### src/hw/rtl/cesd_pkg.sv
`default_nettype none

package cesd_pkg;

  // decoder phase codes
  typedef enum logic [2:0] {
    PH_PLAIN  = 3'd0,
    PH_BSLASH = 3'd1,
    PH_OCT1   = 3'd2,
    PH_OCT2   = 3'd3,
    PH_CLOSED = 3'd4
  } phase_e;

  // result status codes
  typedef enum logic [2:0] {
    ST_OK       = 3'd0,
    ST_NO_OPEN  = 3'd1,
    ST_JUNK     = 3'd2,
    ST_BAD_ESC  = 3'd3,
    ST_OCT_BIG  = 3'd4,
    ST_DANGLING = 3'd5,
    ST_FAILED   = 3'd6
  } status_e;

  // item kinds carried on the input tuser
  localparam logic OpData = 1'b0;
  localparam logic OpEnd  = 1'b1;

  localparam logic [7:0] CharQuote     = 8'h22;
  localparam logic [7:0] CharBackslash = 8'h5c;
  localparam logic [7:0] CharZero      = 8'h30;
  localparam logic [7:0] CharSeven     = 8'h37;
  localparam logic [7:0] CharSpace     = 8'h20;
  localparam logic [7:0] OctLimit      = 8'd32;

  localparam int unsigned InDataW  = 8;
  localparam int unsigned OutDataW = 24;

  // decoder state carried between beats
  typedef struct packed {
    phase_e     phase;
    logic       await_open;
    logic [7:0] octal;
    logic       failed;
  } dec_state_t;

  // one decoded result
  typedef struct packed {
    logic [1:0] count;
    logic [7:0] first;
    logic [7:0] second;
    status_e    status;
  } dec_result_t;

  // simple escape letters: returns {valid, value}
  function automatic logic [8:0] esc_lookup(input logic [7:0] b);
    logic [8:0] r;
    r = 9'd0;
    case (b)
      8'h61:   r = {1'b1, 8'd7};   // a
      8'h62:   r = {1'b1, 8'd8};   // b
      8'h66:   r = {1'b1, 8'd12};  // f
      8'h6e:   r = {1'b1, 8'd10};  // n
      8'h72:   r = {1'b1, 8'd13};  // r
      8'h74:   r = {1'b1, 8'd9};   // t
      8'h76:   r = {1'b1, 8'd11};  // v
      8'h27, 8'h22, 8'h5c, 8'h3f: r = {1'b1, b};
      default: r = 9'd0;
    endcase
    return r;
  endfunction

  function automatic logic is_octal(input logic [7:0] b);
    return (b >= CharZero) && (b <= CharSeven);
  endfunction

  function automatic logic is_space(input logic [7:0] b);
    return (b == CharSpace) || ((b >= 8'd9) && (b <= 8'd13));
  endfunction

endpackage

`default_nettype wire

### src/hw/rtl/cesd_step.sv
`default_nettype none

module cesd_step (
  input  cesd_pkg::dec_state_t  state_i,
  input  logic                  strip_i,
  input  logic                  op_i,
  input  logic [7:0]            byte_i,
  output cesd_pkg::dec_state_t  state_o,
  output cesd_pkg::dec_result_t result_o
);
  import cesd_pkg::*;

  dec_state_t  nxt;
  dec_result_t res;
  logic        plain_go;
  logic [8:0]  esc;
  logic [7:0]  oct_next;

  assign esc      = esc_lookup(byte_i);
  assign oct_next = {state_i.octal[4:0], byte_i[2:0]};

  // one decode step
  always_comb begin
    nxt        = state_i;
    res.count  = 2'd0;
    res.first  = 8'd0;
    res.second = 8'd0;
    res.status = ST_OK;
    plain_go   = 1'b0;

    if (op_i == OpEnd) begin
      if (state_i.failed) begin
        res.status = ST_FAILED;
      end else if (state_i.phase == PH_BSLASH) begin
        res.status = ST_DANGLING;
      end else if (state_i.phase == PH_OCT1 || state_i.phase == PH_OCT2) begin
        res.count = 2'd1;
        res.first = state_i.octal;
      end
      // re-arm for the next string
      nxt.phase      = PH_PLAIN;
      nxt.octal      = 8'd0;
      nxt.failed     = 1'b0;
      nxt.await_open = strip_i;
    end else if (state_i.failed) begin
      res.status = ST_FAILED;
    end else if (state_i.await_open) begin
      nxt.await_open = 1'b0;
      if (byte_i != CharQuote) begin
        res.status = ST_NO_OPEN;
        nxt.failed = 1'b1;
      end
    end else begin
      case (state_i.phase)
        PH_BSLASH: begin
          if (esc[8]) begin
            res.count = 2'd1;
            res.first = esc[7:0];
            nxt.phase = PH_PLAIN;
          end else if (is_octal(byte_i)) begin
            nxt.octal = {5'd0, byte_i[2:0]};
            nxt.phase = PH_OCT1;
          end else begin
            res.status = ST_BAD_ESC;
            nxt.failed = 1'b1;
          end
        end
        PH_OCT1: begin
          if (is_octal(byte_i)) begin
            nxt.octal = oct_next;
            nxt.phase = PH_OCT2;
          end else begin
            res.count = 2'd1;
            res.first = state_i.octal;
            nxt.phase = PH_PLAIN;
            plain_go  = 1'b1;
          end
        end
        PH_OCT2: begin
          if (is_octal(byte_i)) begin
            if (state_i.octal >= OctLimit) begin
              res.status = ST_OCT_BIG;
              nxt.failed = 1'b1;
            end else begin
              nxt.octal = oct_next;
              res.count = 2'd1;
              res.first = oct_next;
              nxt.phase = PH_PLAIN;
            end
          end else begin
            res.count = 2'd1;
            res.first = state_i.octal;
            nxt.phase = PH_PLAIN;
            plain_go  = 1'b1;
          end
        end
        PH_CLOSED: begin
          if (!is_space(byte_i)) begin
            res.status = ST_JUNK;
            nxt.failed = 1'b1;
          end
        end
        default: begin
          nxt.phase = PH_PLAIN;
          plain_go  = 1'b1;
        end
      endcase

      // byte handled as plain text, possibly after an octal flush
      if (plain_go) begin
        if (strip_i && byte_i == CharQuote) begin
          nxt.phase = PH_CLOSED;
        end else if (byte_i == CharBackslash) begin
          nxt.phase = PH_BSLASH;
        end else if (res.count == 2'd0) begin
          res.count = 2'd1;
          res.first = byte_i;
        end else begin
          res.count  = 2'd2;
          res.second = byte_i;
        end
      end
    end
  end

  assign state_o  = nxt;
  assign result_o = res;

endmodule

`default_nettype wire

### src/hw/rtl/c_string_escape_decoder_top.sv
// C string literal unescape decoder.
// Input stream: one raw byte per beat on s_axis_tdata; s_axis_tuser high
// marks an end-of-string beat (data ignored) that flushes a pending octal
// escape or reports a dangling backslash, then re-arms the decoder.
// Output stream: exactly one result beat per input beat, carrying 0 to 2
// decoded bytes, the byte count and a status code. Errors are sticky until
// the next end-of-string beat.
// Configuration: cfg_we_i writes cfg_wdata_i into the strip-quotes bit
// (require and drop surrounding double quotes); write only while idle.
// Path: each input beat is taken into the input register, and its result
// is then held in the result register and presented from there.
// Throughput: one beat per cycle while m_axis_tready is high; the decoder
// state update is one short combinational step between the two registers.
// Reset: quote stripping off, decoder in plain text, no error, both
// pipeline registers empty.
// Stall: when m_axis_tready is low the result register holds, the input
// register still fills once, and s_axis_tready then drops until the
// result is taken.
`default_nettype none

module c_string_escape_decoder_top (
  input  logic                          clk_i,
  input  logic                          rst_ni,
  // configuration
  input  logic                          cfg_we_i,
  input  logic                          cfg_wdata_i,
  // input stream
  input  logic                          s_axis_tvalid,
  output logic                          s_axis_tready,
  input  logic [cesd_pkg::InDataW-1:0]  s_axis_tdata,   // [7:0] data_byte
  input  logic                          s_axis_tuser,   // [0] operation
  // output stream
  output logic                          m_axis_tvalid,
  input  logic                          m_axis_tready,
  // [1:0] byte_count, [9:2] first_byte, [17:10] second_byte, [20:18] status
  output logic [cesd_pkg::OutDataW-1:0] m_axis_tdata
);
  import cesd_pkg::*;

  logic        strip_q;
  dec_state_t  state_q, state_d;
  logic        in_valid_q;
  logic        in_op_q;
  logic [7:0]  in_byte_q;
  logic        out_valid_q;
  dec_result_t out_q, res_d;
  logic        adv;

  // result register free or draining this cycle
  assign adv           = !out_valid_q || m_axis_tready;
  assign s_axis_tready = !in_valid_q || adv;

  cesd_step u_step (
    .state_i  (state_q),
    .strip_i  (strip_q),
    .op_i     (in_op_q),
    .byte_i   (in_byte_q),
    .state_o  (state_d),
    .result_o (res_d)
  );

  // input register
  always_ff @(posedge clk_i or negedge rst_ni) begin
    if (!rst_ni) begin
      in_valid_q <= 1'b0;
    end else if (s_axis_tready) begin
      in_valid_q <= s_axis_tvalid;
    end
  end

  always_ff @(posedge clk_i) begin
    if (s_axis_tready && s_axis_tvalid) begin
      in_op_q   <= s_axis_tuser;
      in_byte_q <= s_axis_tdata;
    end
  end

  // decoder state and configuration
  always_ff @(posedge clk_i or negedge rst_ni) begin
    if (!rst_ni) begin
      strip_q <= 1'b0;
      state_q <= '{phase: PH_PLAIN, await_open: 1'b0, octal: 8'd0, failed: 1'b0};
    end else begin
      if (in_valid_q && adv) begin
        state_q <= state_d;
      end
      if (cfg_we_i) begin
        strip_q            <= cfg_wdata_i;
        state_q.await_open <= cfg_wdata_i;
      end
    end
  end

  // result register
  always_ff @(posedge clk_i or negedge rst_ni) begin
    if (!rst_ni) begin
      out_valid_q <= 1'b0;
    end else if (adv) begin
      out_valid_q <= in_valid_q;
    end
  end

  always_ff @(posedge clk_i) begin
    if (adv && in_valid_q) begin
      out_q <= res_d;
    end
  end

  assign m_axis_tvalid = out_valid_q;
  assign m_axis_tdata  = {3'd0, out_q.status, out_q.second, out_q.first, out_q.count};

endmodule

`default_nettype wire

### config.mk
export PLATFORM = sky130hd
export DESIGN_NAME = c_string_escape_decoder_top
export DESIGN_NICKNAME = d
export VERILOG_FILES = /design/src/hw/rtl/cesd_pkg.sv /design/src/hw/rtl/cesd_step.sv /design/src/hw/rtl/c_string_escape_decoder_top.sv
export SDC_FILE = /design/constraint.sdc
export NUM_CORES = 1
export LEC_CHECK = 0
export BUFFER_PORTS_ARGS = -buffer_cell sky130_fd_sc_hd__buf_2
export CELL_PAD_IN_SITES_DETAIL_PLACEMENT = 1
export CELL_PAD_IN_SITES_GLOBAL_PLACEMENT = 1
export CORE_ASPECT_RATIO = 1.2
export CORE_MARGIN = 2
export CORE_UTILIZATION = 44
export DETAILED_ROUTE_END_ITERATION = 8
export PLACE_DENSITY = 0.78
export SYNTH_ARGS = -nofsm -noshare
export SYNTH_HDL_FRONTEND = slang
export SYNTH_SLANG_ARGS = --single-unit
### constraint.sdc
create_clock -name clk_i -period 2.49 [get_ports clk_i]
set_input_delay 0 -clock clk_i [delete_from_list [all_inputs] [get_ports clk_i]]
set_output_delay 0 -clock clk_i [all_outputs]
set_load 0.005 [all_outputs]
* Yosys cells after proc, flatten, opt, wreduce, memory -nomap -nowiden
Cells that the tools add are included.
Cells by class: $lt $le $gt $ge 5, eq/ne operators 25, mux-type cells 64, bitwise operators 1, reduce and logical (&&, ||, !) cells 21
Operator list (number):
- 18-bit 2-to-1 mux | 5
- 10-bit 2-to-1 mux | 8
- 9-bit case mux with 8 select lines | 1
- 8-bit by 7-bit == test with 1-bit output, second input constant | 8
- 9-bit 2-to-1 mux | 6
- 3-bit 2-to-1 mux | 16
- 8-bit 2-to-1 mux | 6
- 8-bit by 6-bit == test with 1-bit output, second input constant | 4
- 10-bit case mux with 3 select lines | 1
- 13-bit 2-to-1 mux | 2
- 8-bit case mux with 3 select lines | 1
- 8-bit by 6-bit >= comparator with 1-bit output, second input constant | 2
- 3-bit != test, second input constant | 5
- 3-bit case mux with 4 select lines | 1
- 1-bit 2-to-1 mux | 10
- 3-bit case mux with 3 select lines | 1
- 9-bit AND reduction | 1
- 8-bit by 4-bit >= comparator with 1-bit output, second input constant | 1
- 8-bit by 4-bit less-or-equal comparator with 1-bit output, second input constant | 1
- 8-bit by 6-bit less-or-equal comparator with 1-bit output, second input constant | 1
- 2-bit 2-to-1 mux | 4
- 8-bit by 6-bit != test with 1-bit output, second input constant | 1
- 7-bit OR reduction | 1
- 3-bit by 2-bit == test with 1-bit output, second input constant | 2
- other kinds (17) | 27
Word-level totals: register bits after elaboration 46, output and inout port bits 26, word-level logic and storage cells 129

* Longest topological paths before layout
word-level depth 16, depth in mapped cells 10

* By module
Synthesis repeated with hierarchy kept, for this count alone.
Unflattened totals: cells, all modules 298, area, all modules 2931.6 µm²
By module, submodules not included:
- c_string_escape_decoder_top | instances 1, cells each 77, area an instance 1611.5 µm², seq. area each 1301.2 µm²
- cesd_step | instances 1, cells each 221, area an instance 1320.0 µm², seq. area each 0.0 µm²

* Least setup slack after synthesis
Ideal clock, no wire load.
kind register to register, from reg out_valid_q (netlist: m_axis_tvalid), to reg state_q[5] (netlist bit), setup time 0.134 ns, data arrival time 2.178 ns, data required time 2.356 ns, path slack 0.178 ns, stages on the path, launching flop included 8, path buffers 2, cells stage by stage dfrtp_1 -> nand2b_1 -> and2_1 -> clkbuf_1 -> o21ai_1 -> clkbuf_1 -> o21ai_0 -> o31ai_1
On the way: cells in the longest elaborated chain, start to end 4
Ends and longest elaborated chain:
- start: declaration | RTL line c_string_escape_decoder_top.sv:45 | logic out_valid_q;
- start signal: assignment | RTL line c_string_escape_decoder_top.sv:99 | out_valid_q <= in_valid_q;
- 1-bit zero test | RTL line c_string_escape_decoder_top.sv:50 | assign adv = !out_valid_q || m_axis_tready;
- 1-bit logical OR | RTL line c_string_escape_decoder_top.sv:50
- 1-bit logical AND | RTL line c_string_escape_decoder_top.sv:84 | if (in_valid_q && adv) begin
- 9-bit AND reduction (no source line)
- end signal: assignment | RTL line c_string_escape_decoder_top.sv:82 | state_q <= '{phase: PH_PLAIN, await_open: 1'b0, octal: 8'd0, failed: 1'b0};
- end signal: assignment | RTL line c_string_escape_decoder_top.sv:85 | state_q <= state_d;
- end: declaration | RTL line c_string_escape_decoder_top.sv:41 | dec_state_t state_q, state_d;
Every way passes these cells. A chain may end at the register's enable or synchronous reset.

* Final worst setup path
from reg in_byte_q[1], to reg out_q, in the netlist m_axis_tdata[16] (data pin)
On the way: cells in the longest elaborated chain, start to end 10, elaborated cells between the ends (all ways) 32
Ends and longest elaborated chain:
- start: declaration | RTL line c_string_escape_decoder_top.sv:44 | logic [7:0] in_byte_q;
- start signal: assignment | RTL line c_string_escape_decoder_top.sv:74 | in_byte_q <= s_axis_tdata;
- 8-bit by 6-bit == test with 1-bit output (tied with other cells) | RTL line cesd_pkg.sv:59 | case (b)
- 4-bit OR reduction | RTL line cesd_pkg.sv:59
- 9-bit case mux with 8 select lines | RTL line cesd_pkg.sv:59
- 9-bit 2-to-1 mux | RTL line cesd_step.sv:56 | if (esc[8]) begin
- 10-bit case mux with 3 select lines | RTL line cesd_step.sv:54 | case (state_i.phase)
- 10-bit 2-to-1 mux | RTL line cesd_step.sv:47 | end else if (state_i.await_open) begin
- 10-bit 2-to-1 mux | RTL line cesd_step.sv:45 | end else if (state_i.failed) begin
- 10-bit 2-to-1 mux | RTL line cesd_step.sv:31 | if (op_i == OpEnd) begin
- 2-bit zero test | RTL line cesd_step.sv:115 | end else if (res.count == 2'd0) begin
- 7-bit OR reduction (no source line) *
- end signal: assignment | RTL line c_string_escape_decoder_top.sv:105 | out_q <= res_d;
- end: declaration | RTL line c_string_escape_decoder_top.sv:46 | dec_result_t out_q, res_d;
Mark *: on every way between the ends. The rest lies on a longest branch, timed or not. The select of a mux whose other input is x is not followed.

==> flow_results.xml <==
<?xml version="1.0" encoding="UTF-8"?>
<metrics>
  <group name="global_route">
    <metric name="met1_routing_resource_usage_after_global_routing" unit="%">33.48</metric>
    <metric name="grt.met3_usage" unit="%">3.587</metric>
    <metric name="busiest_layer_in_global_routing" unit="">met2</metric>
    <metric name="grt_pass1_wl" unit="um">12590</metric>
    <metric name="antenna_violations_before_repair" unit="">0</metric>
    <metric name="grt.overflow.total" unit="">0</metric>
    <metric name="first_global_vias" unit="">2416</metric>
    <metric name="grt_max_degree" unit="">22</metric>
    <metric name="groute.usage.overall" unit="%">24.19</metric>
    <metric name="met2_usage" unit="%">37.90</metric>
  </group>
  <group name="layout">
    <metric name="area_taken_by_flip_flops_and_latches" unit="um2">1301</metric>
    <metric name="finish.utilization" unit="%">56.56</metric>
    <metric name="layout.cells.non_filler" unit="">425</metric>
    <metric name="area_delta_synth_final" unit="%">25.23</metric>
    <metric name="nNetsFinal" unit="">358</metric>
    <metric name="n_antenna_cell" unit="">0</metric>
    <metric name="fillers" unit="">727</metric>
    <metric name="multiInputGateArea" unit="um2">1245</metric>
    <metric name="post_route_cells_drive_above_1_share" unit="%">27.11</metric>
  </group>
  <group name="logic_synthesis">
    <metric name="commonest_register_cell_after_synthesis" unit="">edfxtp_1</metric>
    <metric name="netlist_area" unit="um2">2698</metric>
    <metric name="synth_largest_type_area_fraction" unit="%">33.40</metric>
    <metric name="synth-async-reset-ratio" unit="%">34.78</metric>
    <metric name="synth_cell_type_count" unit="">62</metric>
    <metric name="synthTopCellsByArea" unit="">edfxtp_1 33%, dfrtp_1 15%, nand2_1 3.9%</metric>
    <metric name="synth_area_per_cell" unit="um2">9.881</metric>
    <metric name="post_synthesis_sequential_area_ratio" unit="%">48.24</metric>
    <metric name="synth_edf_count" unit="">30</metric>
    <metric name="post-synth-top-area-cell" unit="">edfxtp_1</metric>
    <metric name="yosysMostFrequentCell" unit="">edfxtp_1</metric>
    <metric name="yosys_register_bits" unit="">46</metric>
    <metric name="syn-instance-count" unit="">273</metric>
    <metric name="synth.cells.most_frequent" unit="">30 x edfxtp_1, 28 x nand2_1, 16 x dfrtp_1, 16 x nor2_1, 14 x o21ai_0</metric>
    <metric name="synth_warnings" unit="">0</metric>
  </group>
  <group name="route">
    <metric name="final_antenna_net_count" unit="">0</metric>
    <metric name="vias" unit="">2372</metric>
    <metric name="drt_pass1_iterations" unit="">6</metric>
    <metric name="finalWirelength" unit="um">7579</metric>
    <metric name="detail_route.drc_violations" unit="">0</metric>
    <metric name="routedWlPerCell" unit="um">17.83</metric>
    <metric name="dr.first_iter.drc_count" unit="">169</metric>
    <metric name="vias_per_cell" unit="">5.581</metric>
  </group>
  <group name="placed_design">
    <metric name="total_half_perimeter_wirelength_after_legalization_and_detailed_placement" unit="um">5531</metric>
    <metric name="place.port_buffers" unit="">37</metric>
    <metric name="place_inst" unit="">397</metric>
    <metric name="finalWeightedCongestion" unit="">0.9322</metric>
  </group>
  <group name="power">
    <metric name="power.share.switching" unit="%">26.43</metric>
    <metric name="power.density_cell_area" unit="nW/um2">528.5</metric>
    <metric name="finalPower" unit="uW">1785</metric>
    <metric name="internal-power" unit="uW">1314</metric>
    <metric name="pwr-share-seq" unit="%">52.7</metric>
    <metric name="netSwitchingPower" unit="uW">471.8</metric>
    <metric name="leakage" unit="uW">0.001412</metric>
    <metric name="power.share.clock" unit="%">31.1</metric>
    <metric name="power_frac_comb" unit="%">16.2</metric>
    <metric name="worst_vdd_drop" unit="V">0.0003346</metric>
  </group>
  <group name="timing">
    <metric name="finalClockSkew" unit="ns">0.01257</metric>
    <metric name="relSlewSlack" unit="%">20.51</metric>
    <metric name="max_freq" unit="GHz">0.4288</metric>
    <metric name="unrepaired_setup_endpoints_after_global_routing" unit="">false</metric>
    <metric name="final_max_slew_viol_count" unit="">0</metric>
    <metric name="min_period_over_period" unit="%">93.66</metric>
    <metric name="timing_worst_slew_pin_value" unit="ns">1.184</metric>
    <metric name="final_hold_viol_count" unit="">0</metric>
    <metric name="report.final.setup_viol" unit="">0</metric>
    <metric name="finalSetupTns" unit="ns">0</metric>
    <metric name="timing.final.crit_period" unit="ns">2.332</metric>
  </group>
  <group name="floorplanning">
    <metric name="core-area" unit="um2">5973</metric>
    <metric name="fp.dieArea" unit="um2">6775</metric>
    <metric name="start_util" unit="%">45.16</metric>
    <metric name="die_y" unit="um">89.77</metric>
    <metric name="dieWidth" unit="um">75.48</metric>
    <metric name="top_level_ports" unit="">41</metric>
    <metric name="num_rows" unit="">31</metric>
  </group>
  <group name="worst_setup_path">
    <metric name="cp_top_family" unit="">compound AO/OA/AOI/OAI gates</metric>
    <metric name="worst-r2r-cell-count" unit="">8</metric>
    <metric name="criticalPathCategory" unit="">reg -&gt; reg</metric>
    <metric name="stage_delay_of_the_slowest_cell_on_the_critical_path" unit="ns">0.55</metric>
    <metric name="timing.critical_path.buf_inv" unit="">1</metric>
    <metric name="worst_ep_arrival_time" unit="ns">2.39</metric>
    <metric name="r2r-end" unit="">m_axis_tdata[16]</metric>
    <metric name="timing.critical_path.to_type" unit="">register</metric>
    <metric name="reg2reg_setup_slack" unit="ns">0.16</metric>
    <metric name="worst_r2r_startpoint" unit="">in_byte_q[1]</metric>
    <metric name="crit_fanout" unit="">11</metric>
    <metric name="critical_path.slowest_cell" unit="">edfxtp_1</metric>
    <metric name="cp.required" unit="ns">2.55</metric>
    <metric name="cp_cell_sequence" unit="">buf_4, a31o_1, a211oi_2, nand3_2, a21o_1, ha_1, and3_1, and2_1</metric>
    <metric name="crit_path_start_kind" unit="">register</metric>
  </group>
  <group name="cts">
    <metric name="cts_buffer_depth" unit="">2</metric>
    <metric name="clkLatencyLatePin" unit="ns">0.31</metric>
    <metric name="clock-sinks" unit="">46</metric>
    <metric name="ctsRootBufferMaster" unit="">clkbuf_8</metric>
    <metric name="path_clk_slew" unit="ns">0.09</metric>
    <metric name="clock_tree.htree_level_count" unit="">2</metric>
    <metric name="cts_inserted_buffers" unit="">5</metric>
    <metric name="cts_tree" unit="">yes</metric>
  </group>
  <group name="run">
    <metric name="drv.max_cap_violation_count" unit="">0</metric>
  </group>
  <group name="run_status">
    <metric name="status" unit="">complete, no violations</metric>
  </group>
  <group name="worst_hold_path">
    <metric name="hold_path_class" unit="">in -&gt; async</metric>
  </group>
</metrics>
cells in the final DEF (no fill, tap or decap), types with 2 or more instances in the layout:
master         synthesis  final
and3_1                 2      2
or2_2                  2      2
nand2b_1              11     11
buf_4                  3     30
nor4_1                 3      3
mux2_2                 2      2
nor3b_1                2      2
nand3_1                7      7
o22ai_1                5      5
nor2b_1                5      5
inv_1                  8      8
o21ai_0               14     13
a22o_1                 6      6
buf_2                  5     37
o21ai_1                1      2
a21o_1                 6      6
a21oi_1               12     12
nor2_1                16     16
edfxtp_1              30     30
o32ai_1                2      2
conb_1                 1      3
nor3_1                 8      8
nand2_1               28     28
a31oi_1                4      4
and2_1                10     10
a31o_1                 3      3
or3_1                  2      2
clkbuf_8               0      5
dfrtp_1               16     16
clkinv_2               0      2
a211oi_1               2      2
nand3b_1               2      2
dlygate4sd3_1          0     16
o31ai_1               10     10
sequential cells by signal, summed over array words and instances (netlist names):
name,count
in_valid_q,1
m_axis_tvalid,1
strip_q,1
in_byte_q,8
state_q,13
in_op_q,1
m_axis_tdata,21
worst register-to-register path, cell delays in order (launching register included):
cell	delay (ns)
edfxtp_1	0.55
buf_4	0.21
a31o_1	0.18
a211oi_2	0.26
nand3_2	0.11
a21o_1	0.20
ha_1	0.17
and3_1	0.21
and2_1	0.19
through the flow:
step / instance area [um2] / hold WS (ns) / worst slack (ns)
after floorplan: 2705 / -0.2956 / 0.1779
after global placement: 3070 / -0.06587 / 0.1900
after detailed placement: 3070 / -0.06359 / 0.1161
after CTS: 3339 / 0.1412 / 0.1018
after global routing: 3378 / 0.1512 / 0.01053
final: 3378 / 0.1287 / 0.1580
power groups by stage:
stage	Clock [uW]	Sequential, uW	Combinational [uW]
final	555	941	289
after global placement	0	956	250
after detailed placement	0	959	258
after floorplan	0	931	170
after global routing	594	951	322
after CTS	564	942	281
worst max-delay path by stage:
stage / endpoint / slack, ns / cells past startpoint / from
floorplan: state_q[5] / 0.18 / 7 / m_axis_tvalid
detailed placement: m_axis_tdata[0] / 0.12 / 8 / in_byte_q[7]
finish: m_axis_tdata[16] / 0.16 / 8 / in_byte_q[1]
CTS: m_axis_tdata[0] / 0.10 / 8 / in_byte_q[7]
global route: m_axis_tdata[16] / 0.01 / 8 / in_byte_q[1]
global placement: m_axis_tdata[0] / 0.19 / 8 / in_byte_q[7]
layer usage:
metal	wire [um]	part of all wire, %	vias up
li1	-	-	1139
met3	279	3.7	14
met5	0	0	-
met2	3710	49	59
met4	212	2.8	0
met1	3375	45	1160
cell families after synthesis:
kind of cell	count (synthesis)	synth area share [%]
flops	46	48.24
buf+inv	32	6.215
other cells	1	0.1390
compound gates	80	21.29
mux	3	1.206
xor+xnor	2	0.6495
fa+ha+maj	1	0.4637
simple gates	108	21.80
final cells by class:
| cell class | instances | share of cell area [%] |
|---|---|---|
| inverters | 8 | 0.8889 |
| clock buffers | 5 | 2.037 |
| clock inverters | 3 | 1.185 |
| repair buffers | 84 | 17.48 |
| well taps | 82 | 3.037 |
| flip-flops and latches | 46 | 38.52 |
| multi-input cells | 197 | 36.85 |
timing repair:
item / in CTS / in global routing
setup endpoints to repair: 0 / 10
resized for setup: 0 / 3
hold buffers: 16 / 0
endpoints found under the hold margin: 29 / 0
setup buffers: 0 / 4
Note: power is estimated with default switching activity, not from simulation.
